`src/rtl/gmp_pkg.sv`:
```
`timescale 1ns / 1ps
package gmp_pkg;

  localparam int MAX_ROWS   = 64;
  localparam int MAX_COLS   = 64;
  localparam int VALUE_BITS = 8;

  localparam int ROW_BITS     = (MAX_ROWS > 1) ? $clog2(MAX_ROWS) : 1;
  localparam int COL_BITS     = (MAX_COLS > 1) ? $clog2(MAX_COLS) : 1;
  localparam int ROW_CNT_BITS = ROW_BITS + 1;
  localparam int COL_CNT_BITS = COL_BITS + 1;
  localparam int TOTAL_BITS   = $clog2(MAX_COLS * ((1 << VALUE_BITS) - 1) + 1);

  // Configuration port
  localparam int REG_BITS     = 7;
  localparam int CFG_IDX_BITS = 1;
  localparam logic [CFG_IDX_BITS-1:0] CFG_NUM_ROWS = 1'd0;
  localparam logic [CFG_IDX_BITS-1:0] CFG_NUM_COLS = 1'd1;

  // Control for one cell as it moves from the sequencer to the datapath
  typedef struct packed {
    logic [ROW_BITS-1:0] row;
    logic [ROW_BITS-1:0] row_dn;
    logic                first_col;
    logic                has_up;
    logic                has_down;
    logic                last;
  } cell_ctl_t;

endpackage

```
`src/rtl/gmp_ram.sv`:
```
`timescale 1ns / 1ps
module gmp_ram import gmp_pkg::*; (
  input  logic                  clk,
  input  logic                  we,
  input  logic [ROW_BITS-1:0]   waddr,
  input  logic [TOTAL_BITS-1:0] wdata,
  input  logic                  re,
  input  logic [ROW_BITS-1:0]   raddr_a,
  input  logic [ROW_BITS-1:0]   raddr_b,
  output logic [TOTAL_BITS-1:0] rdata_a,
  output logic [TOTAL_BITS-1:0] rdata_b
);

  logic [TOTAL_BITS-1:0] mem [MAX_ROWS];

  always_ff @(posedge clk) begin
    if (we) begin
      mem[waddr] <= wdata;
    end
  end

  always_ff @(posedge clk) begin
    if (re) begin
      rdata_a <= mem[raddr_a];
      rdata_b <= mem[raddr_b];
    end
  end

endmodule

```
`src/rtl/gmp_ctrl.sv`:
```
`timescale 1ns / 1ps
module gmp_ctrl import gmp_pkg::*; (
  input  logic                    clk,
  input  logic                    rst,
  input  logic                    cfg_we,
  input  logic [CFG_IDX_BITS-1:0] cfg_index,
  input  logic [REG_BITS-1:0]     cfg_data,
  input  logic                    accept,
  output cell_ctl_t               ctl
);

  logic [REG_BITS-1:0]     num_rows;
  logic [REG_BITS-1:0]     num_cols;
  logic [ROW_BITS-1:0]     row_index;
  logic [COL_BITS-1:0]     col_index;
  logic [ROW_CNT_BITS-1:0] rows_eff;
  logic [COL_CNT_BITS-1:0] cols_eff;
  logic [ROW_CNT_BITS-1:0] row_plus;
  logic [COL_CNT_BITS-1:0] col_plus;
  logic                    has_down;
  logic                    more_cols;

  // Clamp the dimensions: zero acts as one, oversize acts as the maximum
  always_comb begin
    if (num_rows == '0) begin
      rows_eff = ROW_CNT_BITS'(1);
    end else if (int'(num_rows) > MAX_ROWS) begin
      rows_eff = ROW_CNT_BITS'(MAX_ROWS);
    end else begin
      rows_eff = ROW_CNT_BITS'(num_rows);
    end
    if (num_cols == '0) begin
      cols_eff = COL_CNT_BITS'(1);
    end else if (int'(num_cols) > MAX_COLS) begin
      cols_eff = COL_CNT_BITS'(MAX_COLS);
    end else begin
      cols_eff = COL_CNT_BITS'(num_cols);
    end
  end

  assign row_plus  = {1'b0, row_index} + ROW_CNT_BITS'(1);
  assign col_plus  = {1'b0, col_index} + COL_CNT_BITS'(1);
  assign has_down  = row_plus < rows_eff;
  assign more_cols = col_plus < cols_eff;

  always_comb begin
    ctl.row       = row_index;
    ctl.row_dn    = row_plus[ROW_BITS-1:0];
    ctl.first_col = (col_index == '0);
    ctl.has_up    = (row_index != '0);
    ctl.has_down  = has_down;
    ctl.last      = !has_down && !more_cols;
  end

  always_ff @(posedge clk) begin
    if (rst) begin
      num_rows  <= REG_BITS'(1);
      num_cols  <= REG_BITS'(1);
      row_index <= '0;
      col_index <= '0;
    end else if (cfg_we) begin
      case (cfg_index)
        CFG_NUM_ROWS: num_rows <= cfg_data;
        CFG_NUM_COLS: num_cols <= cfg_data;
        default: ;
      endcase
      row_index <= '0;
      col_index <= '0;
    end else if (accept) begin
      if (has_down) begin
        row_index <= row_plus[ROW_BITS-1:0];
      end else begin
        row_index <= '0;
        col_index <= more_cols ? col_plus[COL_BITS-1:0] : '0;
      end
    end
  end

endmodule

```
`src/rtl/gmp_cell.sv`:
```
`timescale 1ns / 1ps
module gmp_cell import gmp_pkg::*; (
  input  logic                  clk,
  input  logic                  rst,
  input  logic                  accept,
  input  logic                  advance,
  input  logic [VALUE_BITS-1:0] gold,
  input  cell_ctl_t             ctl_in,
  input  logic [TOTAL_BITS-1:0] rdata_a,
  input  logic [TOTAL_BITS-1:0] rdata_b,
  output logic                  wr_en,
  output logic [ROW_BITS-1:0]   waddr,
  output logic [TOTAL_BITS-1:0] wdata,
  output logic                  final_pending,
  output logic                  res_valid,
  output logic [TOTAL_BITS-1:0] res_value
);

  logic                  s1_valid;
  logic [VALUE_BITS-1:0] s1_gold;
  cell_ctl_t             s1_ctl;
  logic                  fwd_a;
  logic                  fwd_b;
  logic [TOTAL_BITS-1:0] fwd_data;
  logic [TOTAL_BITS-1:0] upper_left;
  logic [TOTAL_BITS-1:0] running_best;
  logic [TOTAL_BITS-1:0] old_val;
  logic [TOTAL_BITS-1:0] down_val;
  logic [TOTAL_BITS-1:0] best;
  logic [TOTAL_BITS-1:0] total;
  logic [TOTAL_BITS-1:0] running_best_next;

  assign old_val  = fwd_a ? fwd_data : rdata_a;
  assign down_val = fwd_b ? fwd_data : rdata_b;

  always_comb begin
    best = old_val;
    if (s1_ctl.has_up && (upper_left > best)) begin
      best = upper_left;
    end
    if (s1_ctl.has_down && (down_val > best)) begin
      best = down_val;
    end
    total = s1_ctl.first_col ? TOTAL_BITS'(s1_gold) : TOTAL_BITS'(s1_gold) + best;
    running_best_next = (!s1_ctl.has_up || (total > running_best)) ? total : running_best;
  end

  assign wr_en         = s1_valid && advance;
  assign waddr         = s1_ctl.row;
  assign wdata         = total;
  assign final_pending = s1_valid && s1_ctl.last;
  assign res_valid     = wr_en && s1_ctl.last;
  assign res_value     = running_best_next;

  always_ff @(posedge clk) begin
    if (rst) begin
      s1_valid <= 1'b0;
    end else if (advance) begin
      s1_valid <= accept;
    end
  end

  // Capture the new cell; forward a total written in the same cycle as the read
  always_ff @(posedge clk) begin
    if (accept) begin
      s1_gold  <= gold;
      s1_ctl   <= ctl_in;
      fwd_a    <= wr_en && (waddr == ctl_in.row);
      fwd_b    <= wr_en && (waddr == ctl_in.row_dn);
      fwd_data <= total;
    end
  end

  always_ff @(posedge clk) begin
    if (rst) begin
      upper_left   <= '0;
      running_best <= '0;
    end else if (wr_en) begin
      upper_left   <= old_val;
      running_best <= running_best_next;
    end
  end

endmodule

```
`src/rtl/grid_max_path_dp.sv`:
```
`timescale 1ns / 1ps
// Order: an accepted cell beat writes its total when stage 1 advances; the
//   grid result is valid in the cycle after the last cell's total is formed.
// Throughput: one cell per cycle, set by the one-write, two-read column buffer; ready
//   drops only while a finished grid waits behind an untaken result.
// Reset: synchronous rst clears position counters, output valid and sets a 1x1 grid;
//   the column buffer is not cleared.
module grid_max_path_dp import gmp_pkg::*; (
  input  logic                    clk,
  input  logic                    rst,
  input  logic                    cfg_we,
  input  logic [CFG_IDX_BITS-1:0] cfg_index,
  input  logic [REG_BITS-1:0]     cfg_data,
  input  logic                    in_valid,
  output logic                    in_ready,
  input  logic [VALUE_BITS-1:0]   gold,
  output logic                    out_valid,
  input  logic                    out_ready,
  output logic [TOTAL_BITS-1:0]   best_total
);

  // Stage 0 is the accept cycle: the sequencer gives the cell's row and
  // neighbor flags and the buffer reads this row and the row below.
  // Stage 1 has the read data: pick the best neighbor, add the cell value,
  // write the total back and track the column maximum.

  cell_ctl_t             ctl;
  logic                  accept;
  logic                  advance;
  logic                  stall;
  logic                  wr_en;
  logic [ROW_BITS-1:0]   waddr;
  logic [TOTAL_BITS-1:0] wdata;
  logic [TOTAL_BITS-1:0] rdata_a;
  logic [TOTAL_BITS-1:0] rdata_b;
  logic                  final_pending;
  logic                  res_valid;
  logic [TOTAL_BITS-1:0] res_value;

  // Hold stage 1 only when a second grid result meets an untaken one;
  // drop ready for that cycle so the buffer read data is not overwritten.
  assign stall    = final_pending && out_valid && !out_ready;
  assign advance  = !stall;
  assign in_ready = !stall;
  assign accept   = in_valid && in_ready;

  gmp_ctrl u_ctrl (
    .clk       (clk),
    .rst       (rst),
    .cfg_we    (cfg_we),
    .cfg_index (cfg_index),
    .cfg_data  (cfg_data),
    .accept    (accept),
    .ctl       (ctl)
  );

  gmp_ram u_ram (
    .clk     (clk),
    .we      (wr_en),
    .waddr   (waddr),
    .wdata   (wdata),
    .re      (accept),
    .raddr_a (ctl.row),
    .raddr_b (ctl.row_dn),
    .rdata_a (rdata_a),
    .rdata_b (rdata_b)
  );

  gmp_cell u_cell (
    .clk           (clk),
    .rst           (rst),
    .accept        (accept),
    .advance       (advance),
    .gold          (gold),
    .ctl_in        (ctl),
    .rdata_a       (rdata_a),
    .rdata_b       (rdata_b),
    .wr_en         (wr_en),
    .waddr         (waddr),
    .wdata         (wdata),
    .final_pending (final_pending),
    .res_valid     (res_valid),
    .res_value     (res_value)
  );

  // Output register: load a grid result, clear once the beat is taken
  always_ff @(posedge clk) begin
    if (rst) begin
      out_valid <= 1'b0;
    end else if (res_valid) begin
      out_valid <= 1'b1;
    end else if (out_ready) begin
      out_valid <= 1'b0;
    end
  end

  always_ff @(posedge clk) begin
    if (res_valid) begin
      best_total <= res_value;
    end
  end

endmodule

```
`config.mk`:
```
export PLATFORM = sky130hd
export DESIGN_NAME = grid_max_path_dp
export DESIGN_NICKNAME = d
export VERILOG_FILES = /design/src/rtl/gmp_pkg.sv /design/src/rtl/gmp_ram.sv /design/src/rtl/gmp_ctrl.sv /design/src/rtl/gmp_cell.sv /design/src/rtl/grid_max_path_dp.sv
export SDC_FILE = /design/constraint.sdc
export NUM_CORES = 2
export LEC_CHECK = 0
export ABC_AREA = 0
export BUFFER_PORTS_ARGS = -buffer_cell sky130_fd_sc_hd__buf_2
export CAP_MARGIN = 5
export CELL_PAD_IN_SITES_DETAIL_PLACEMENT = 2
export CELL_PAD_IN_SITES_GLOBAL_PLACEMENT = 2
export CORE_MARGIN = 1.5
export CORE_UTILIZATION = 25
export CTS_BUF_LIST = sky130_fd_sc_hd__clkbuf_16
export CTS_CLUSTER_DIAMETER = 80
export DETAILED_ROUTE_END_ITERATION = 12
export GPL_TIMING_DRIVEN = 0
export PLACE_DENSITY_LB_ADDON = 0.1
export RECOVER_POWER = 100
export SLEW_MARGIN = 10
export SYNTH_ARGS = -nofsm -noshare
export SYNTH_HDL_FRONTEND = slang
export SYNTH_SLANG_ARGS = --single-unit
```
`constraint.sdc`:
```
create_clock -name clk -period 23.7 [get_ports clk]
set_input_delay 2.37 -clock clk [delete_from_list [all_inputs] [get_ports clk]]
set_output_delay 2.37 -clock clk [all_outputs]
set_load 0.005 [all_outputs]
```
-- After elaboration in Yosys (flattened, before gate mapping)
Memory sizes are Yosys's and may differ from the RTL's. A register that Yosys moved wholly into a read port is not among the register bits.
Cells that the tools add are included.
- $add $sub $neg: 3
- magnitude comparators: 7
- eq/ne operators: 2
- muxes and demuxes: 16
- bitwise logic cells: 2
- reduce and logical (&&, ||, !) cells: 26
- operators with widths (operator ; number):
    $mux W14 ; 6
    $gt A14 B14 Y1 ; 3
    $mux W7 ; 4
    $add A6 B1 Y7 const B ; 2
    $add A8 B14 Y14 ; 1
    $gt A7 B7 Y1 const B ; 2
    $logic_not A7 Y1 ; 2
    $lt A7 B7 Y1 ; 2
    $eq A6 B6 Y1 ; 2
    $mux W6 ; 2
    $logic_and A1 B1 Y1 ; 11
    $logic_not A6 Y1 ; 1
    $reduce_and A2 Y1 ; 3
    $reduce_bool A6 Y1 ; 1
    $logic_not A1 Y1 ; 5
    $mux W1 ; 4
    $not A1 Y1 ; 2
    $reduce_bool A2 Y1 ; 1
    $reduce_or A2 Y1 ; 1
    $logic_or A1 B1 Y1 ; 1
- flip-flop bits (word level): 104
- memory bits (writable): 896
- bits of input ports: 21
- word-level logic and storage cells: 75
- memories: 1
- memory list (memory ; depth ; width ; rd ports ; clocked after memory_dff ; wr ports ; line ; text):
    u_ram.mem ; 64 ; 14 ; 2 ; 2 ; 1 ; gmp_ram.sv:14 ; logic [TOTAL_BITS-1:0] mem [MAX_ROWS];

-- Longest topological paths before layout
- depth after elaboration: 12
- mapped depth: 43

-- Hierarchy
A second synthesis with hierarchy kept.
- cells, all modules: 2861
- area, all modules: 49446.2 um^2
- by module, submodules not included (module ; times used ; cells an instance ; area each (um^2) ; sequential area each (um^2)):
    gmp_ram ; 1 ; 2110 ; 42429.4 ; 27746.6
    gmp_cell ; 1 ; 525 ; 4860.9 ; 1601.5
    gmp_ctrl ; 1 ; 206 ; 1674.1 ; 520.5
    grid_max_path_dp ; 1 ; 20 ; 481.7 ; 440.4

-- Worst setup path after synthesis
OpenSTA, ideal clock, no wires.
- kind: flip-flop to flip-flop
- from: register u_cell.fwd_a
- to: register best_total[10] (data pin)
- setup time: 269 ps
- arrival time: 10124 ps
- required time: 23431 ps
- path slack: 13308 ps
- stages on the path, launching flop included: 36
- path buffers: 8
- clock period less this slack: 10392 ps
- cells stage by stage: edfxtp_1 clkbuf_1 buf_2 mux2i_1 ha_1 a21oi_1 a21boi_0 o31ai_1 a21oi_1 buf_6 buf_2 mux2i_1 ha_1 nand4_1 nor2_1 nand3_1 o21bai_1 a21oi_4 clkbuf_1 buf_1 o21ai_0 ha_1 a21oi_1 o21ai_0 a31o_2 nand4_1 a31o_2 a211oi_1 ha_1 nand2_1 nor2_1 o31a_1 o31ai_2 clkbuf_1 clkbuf_1 o31ai_1
- longest elaborated chain between the ends: 12
- ends and longest elaborated chain (element ; line ; text):
    start: declaration ; gmp_cell.sv:22 ; logic fwd_a;
    start signal: assignment ; gmp_cell.sv:68 ; fwd_a <= wr_en && (waddr == ctl_in.row);
    $mux W14 * ; gmp_cell.sv:33 ; assign old_val = fwd_a ? fwd_data : rdata_a;
    $gt A14 B14 Y1 ; gmp_cell.sv:38 ; if (s1_ctl.has_up && (upper_left > best)) begin
    $logic_and A1 B1 Y1 ; gmp_cell.sv:38 ;
    $mux W14 * ; gmp_cell.sv:38 ;
    $gt A14 B14 Y1 ; gmp_cell.sv:41 ; if (s1_ctl.has_down && (down_val > best)) begin
    $logic_and A1 B1 Y1 ; gmp_cell.sv:41 ;
    $mux W14 * ; gmp_cell.sv:41 ;
    $add A8 B14 Y14 * ; gmp_cell.sv:44 ; total = s1_ctl.first_col ? TOTAL_BITS'(s1_gold) : TOTAL_BITS'(s1_gold) + best;
    $mux W14 * ; gmp_cell.sv:44 ;
    named net u_cell.wdata[11] ; gmp_cell.sv:13 ; output logic [TOTAL_BITS-1:0] wdata,
    $gt A14 B14 Y1 * ; gmp_cell.sv:45 ; running_best_next = (!s1_ctl.has_up || (total > running_best)) ? total : running_best;
    $logic_or A1 B1 Y1 * ; gmp_cell.sv:45 ;
    $mux W14 * ; gmp_cell.sv:45 ;
    named net res_value[10] ; grid_max_path_dp.sv:38 ; logic [TOTAL_BITS-1:0] res_value;
    end signal: assignment ; grid_max_path_dp.sv:99 ; best_total <= res_value;
    end: declaration ; grid_max_path_dp.sv:19 ; output logic [TOTAL_BITS-1:0] best_total
Mark *: on every way through the listed nets, which the timed path passes. The rest lies on a longest branch.
A chain may end at the register's enable or synchronous reset.

-- Worst setup path after layout
- from: register u_cell.fwd_a
- to: register best_total[9] (data pin)
The elaborated chain is that of the path after synthesis.

==> metrics.md <==
| Metric | Value |
|---|---|
| Status | `finished with violations` |
| Failing checks | `max-capacitance violations, max-slew violations` |
| Startpoint Class | `flop` |
| Routed vias | `between 20000 and 30000` |
| Post-route ant nets | `0` |
| Primary FF master, synth | `edfxtp_1` |
| Fin crit share | `0.5897` |
| Die Y | `444.6 µm` |
| Vias in the first global route | `between 30000 and 40000` |
| Area leader, netlist | `edfxtp_1` |
| Worst-skew pair later-pin latency | `0.79 ns` |
| Largest family of logic cells by synthesized area | `multiplexers` |
| Adder and majority cell fraction of the synthesized area | `0.01761` |
| Core Box Area | `just under 200000 µm²` |
| Worst EP required | `24.17 ns` |
| Sum of negative setup slack | `0 ns` |
| First drt pass iteration count | `5` |
| Crit-path max FO | `35` |
| Post-CTS Setup Inserts | `0` |
| Cts repair resizes | `0` |
| Share of the synthesized area in the top cell type | `0.5988` |
| Post-synthesis simple-gate area fraction | `0.03550` |
| Post-synth EDFFs | `972` |
| CP arrival | `14.45 ns` |
| Layout cells sized above 1 | `0.2850` |
| CP peak stage delay | `about 1.6 ns` |
| Global Route Usage Sum | `0.2044` |
| Unrepaired setup endpoints after global routing | `false` |
| Total grt overflow | `0` |
| Mapped Nets | `between 2000 and 3000` |
| Largest net degree at the start of global routing | `61` |
| Register area share after synthesis | `0.6217` |
| Worst relative slew slack | `-1.295` |
| Yosys cell types | `69` |
| Final hold vios | `0` |
| Syn Area/Cell | `18.94 µm²` |
| Starting DRC count in detailed routing | `approximately 2900` |
| Final nets | `2921` |
| Initial antenna violation count | `23` |
| Clock root cell | `clkbuf_16` |
| Clk_skew | `about 0.040 ns` |
| Hold-fix buffer count after cts | `0` |
| XOR/XNOR Fraction of Synth Area | `0.005031` |
| Max Cap Viol | `34` |
| Final setup violation count | `0` |
| First-pass GRT wire length | `273.7 mm` |
| Cell with the largest stage delay on the worst path | `clkbuf_1` |
| Measured slew at the worst slew-check pin | `between 3 and 4 ns` |
| P per Cell Area | `76.00 nW/µm²` |
| Routability cong. | `0.8635` |
| Routed WL | `a little over 200 mm` |
| Area growth syn-to-layout | `15.84%` |
| Mapped Cells | `2574` |
| Mapped cell area | `between 40000 and 50000 µm²` |
| Crit path time final | `~14 ns` |
| Worst Setup End Kind | `flop` |
| Num rows | `161` |
| Total CTS buffers | `131` |
| Most used cell, CP | `clkbuf_1` |
| Area of the die | `197700 µm²` |
| Yosys warns | `0` |
| Number of remaining DRC errors | `0` |
| Mux share of post-synthesis cell area | `0.2756` |
| WS Path Type | `flop to flop` |
| Worst Hold Class | `flop to flop` |
| P_leak | `0.01709 µW` |
| H-tree level count | `4` |
| Buffers on Ports | `34` |
| Final Total Pwr | `about 4300 µW` |
| Final slew viol count | `846` |
| Clock Tree Buf Depth | `3` |
| Effective utilization at floorplan | `0.2523` |
| Top Ports | `37` |
| Synth Area in Compound Gates | `0.02467` |
| Die width | `444.6 µm` |
| CTS tree | `yes` |
| Synth top area cells | `edfxtp_1 (60%), mux4_2 (26%), dfxtp_1 (2.3%), ha_1 (1.7%), mux2i_1 (1.4%)` |
| Share of flip-flops with an asynchronous set or reset | `0` |
| Top post-synthesis cells by count | `edfxtp_1 (972), mux4_2 (556), nor2_1 (138), nand2_1 (137), clkbuf_1 (77)` |
| Peak VDD IR | `0.04412 mV` |
| Clk sinks | `1028` |
| Via density | `5.261` |
| Clock slew at reported path FFs | `approximately 0.06 ns` |
| Cell with the most instances after synthesis | `edfxtp_1` |
| Post-DP HPWL | `149.6 mm` |
| Drt wl/cell | `36.97 µm` |
| Flops & latches, synth | `1028` |
| Achievable Freq | `0.07155 GHz` |
==> kinds of logic (layout without fill, tap and decap cells) <==
| kind of cell | after synthesis | count (layout) |
|---|---|---|
| AOI/OAI and AO/OA | 187 | 187 |
| xor gates and xnor gates | 28 | 28 |
| adders and majority gates | 68 | 68 |
| buffers and inverters | 236 | 595 |
| DFF | 1028 | 1028 |
| muxes | 643 | 643 |
| other | 0 | 5 |
| and+or+nand+nor | 384 | 384 |
==> worst max-delay path, delay by kind of cell, from the launching register on <==
kind / cells / cell delay [ns]
AND/OR/NAND/NOR: 6 / 0.60
adder cells (fa/ha/maj): 4 / 1.33
buffers and inverters: 9 / 5.24
flip-flops: 1 / 0.33
AO/OA/AOI/OAI: 14 / 4.04
XOR/XNOR: 1 / 0.11
multiplexers: 3 / 1.92
==> area by class of cell <==
type	count	area [µm²]
Tap cell	2526	3161
Clock inverter	100	704.4
Timing Repair Buffer	125	511.7
Inverter	58	220.2
Multi-Input combinational cell	1310	17450
Fill cell	19597	136700
Antenna cell	5	12.51
Buffer	178	745.7
Sequential cell	1028	30310
Clock buffer	134	3353
==> through the flow <==
| stage | instances | instance area [µm²] | setup WS (ns) | utilization | hold slack (ns) |
|---|---|---|---|---|---|
| CTS | 5459 | 58090 | 12.97 | 0.3007 | 0.4420 |
| global placement | 5134 | 52080 | 6.111 | 0.2696 | 0.4266 |
| floorplan | 2574 | 48750 | 13.31 | - | 0.4064 |
| detailed placement | 5225 | 54030 | 13.04 | 0.2797 | 0.4176 |
| global route | 5461 | 56460 | 8.253 | 0.2923 | 0.4567 |
| finish | 5464 | 56470 | 9.724 | 0.2923 | 0.4465 |
==> flip-flops by register name, summed over array words and instances (netlist names), 6 cells and up <==
signal,flops
best_total,14
u_cell.fwd_data,14
u_cell.running_best,14
u_cell.s1_gold,8
u_cell.upper_left,14
u_cell.waddr,6
u_ctrl.col_index,6
u_ctrl.num_cols,7
u_ctrl.num_rows,7
u_ctrl.row_index,6
u_ram.mem,896
u_ram.rdata_a,14
u_ram.rdata_b,14
==> power by group <==
part,total [µW],internal (µW),switching (µW)
Sequential,2020,2010,9.55
Combinational,353,123,230
Clock,1920,1100,816
Total,4290,3240,1060
==> layout by cell type (no fill, tap or decap), types with 10 or more instances in the layout <==
cell and instances:
clkinv_2 17, nand3_1 22, a21oi_1 65, a211oi_1 17, nand4_1 13, nor2_1 138
a31oi_1 19, clkinv_1 31, mux2_2 13, ha_1 67, o221ai_1 12, xnor2_1 17
clkbuf_16 134, xor2_1 11, edfxtp_1 972, inv_1 86, nand2_1 137, and3_1 19
a21o_1 10, clkbuf_1 198, mux2i_1 66, o21ai_0 24, buf_2 74, buf_1 23
dfxtp_1 56, mux4_2 556
==> path summary, 6_finish.rpt <==
| path | to | from | slack [ns] | cells after the start |
|---|---|---|---|---|
| worst max register to register | best_total[9]$_DFFE_PP_ | u_cell.fwd_a$_DFFE_PP_ | 9.72 | 37 |
| worst max-delay path | best_total[9]$_DFFE_PP_ | u_cell.fwd_a$_DFFE_PP_ | 9.72 | 37 |
| worst min-delay path | u_cell.waddr[5]$_DFFE_PP_ | u_ctrl.row_index[5]$_SDFFE_PP0P_ | 0.45 | 0 |
| worst min register to register | u_cell.waddr[5]$_DFFE_PP_ | u_ctrl.row_index[5]$_SDFFE_PP0P_ | 0.45 | 0 |
==> layer usage <==
| metal | GRT usage | vias up | part of all wire |
|---|---|---|---|
| li1 | - | 11398 | - |
| met1 | 0.2657 | 16137 | 0.42 |
| met2 | 0.3481 | 960 | 0.50 |
| met3 | 0.03032 | 249 | 0.048 |
| met4 | 0.06904 | 2 | 0.036 |
| met5 | 0 | - | 0.000064 |
Note: power is estimated with default switching activity, not from simulation.
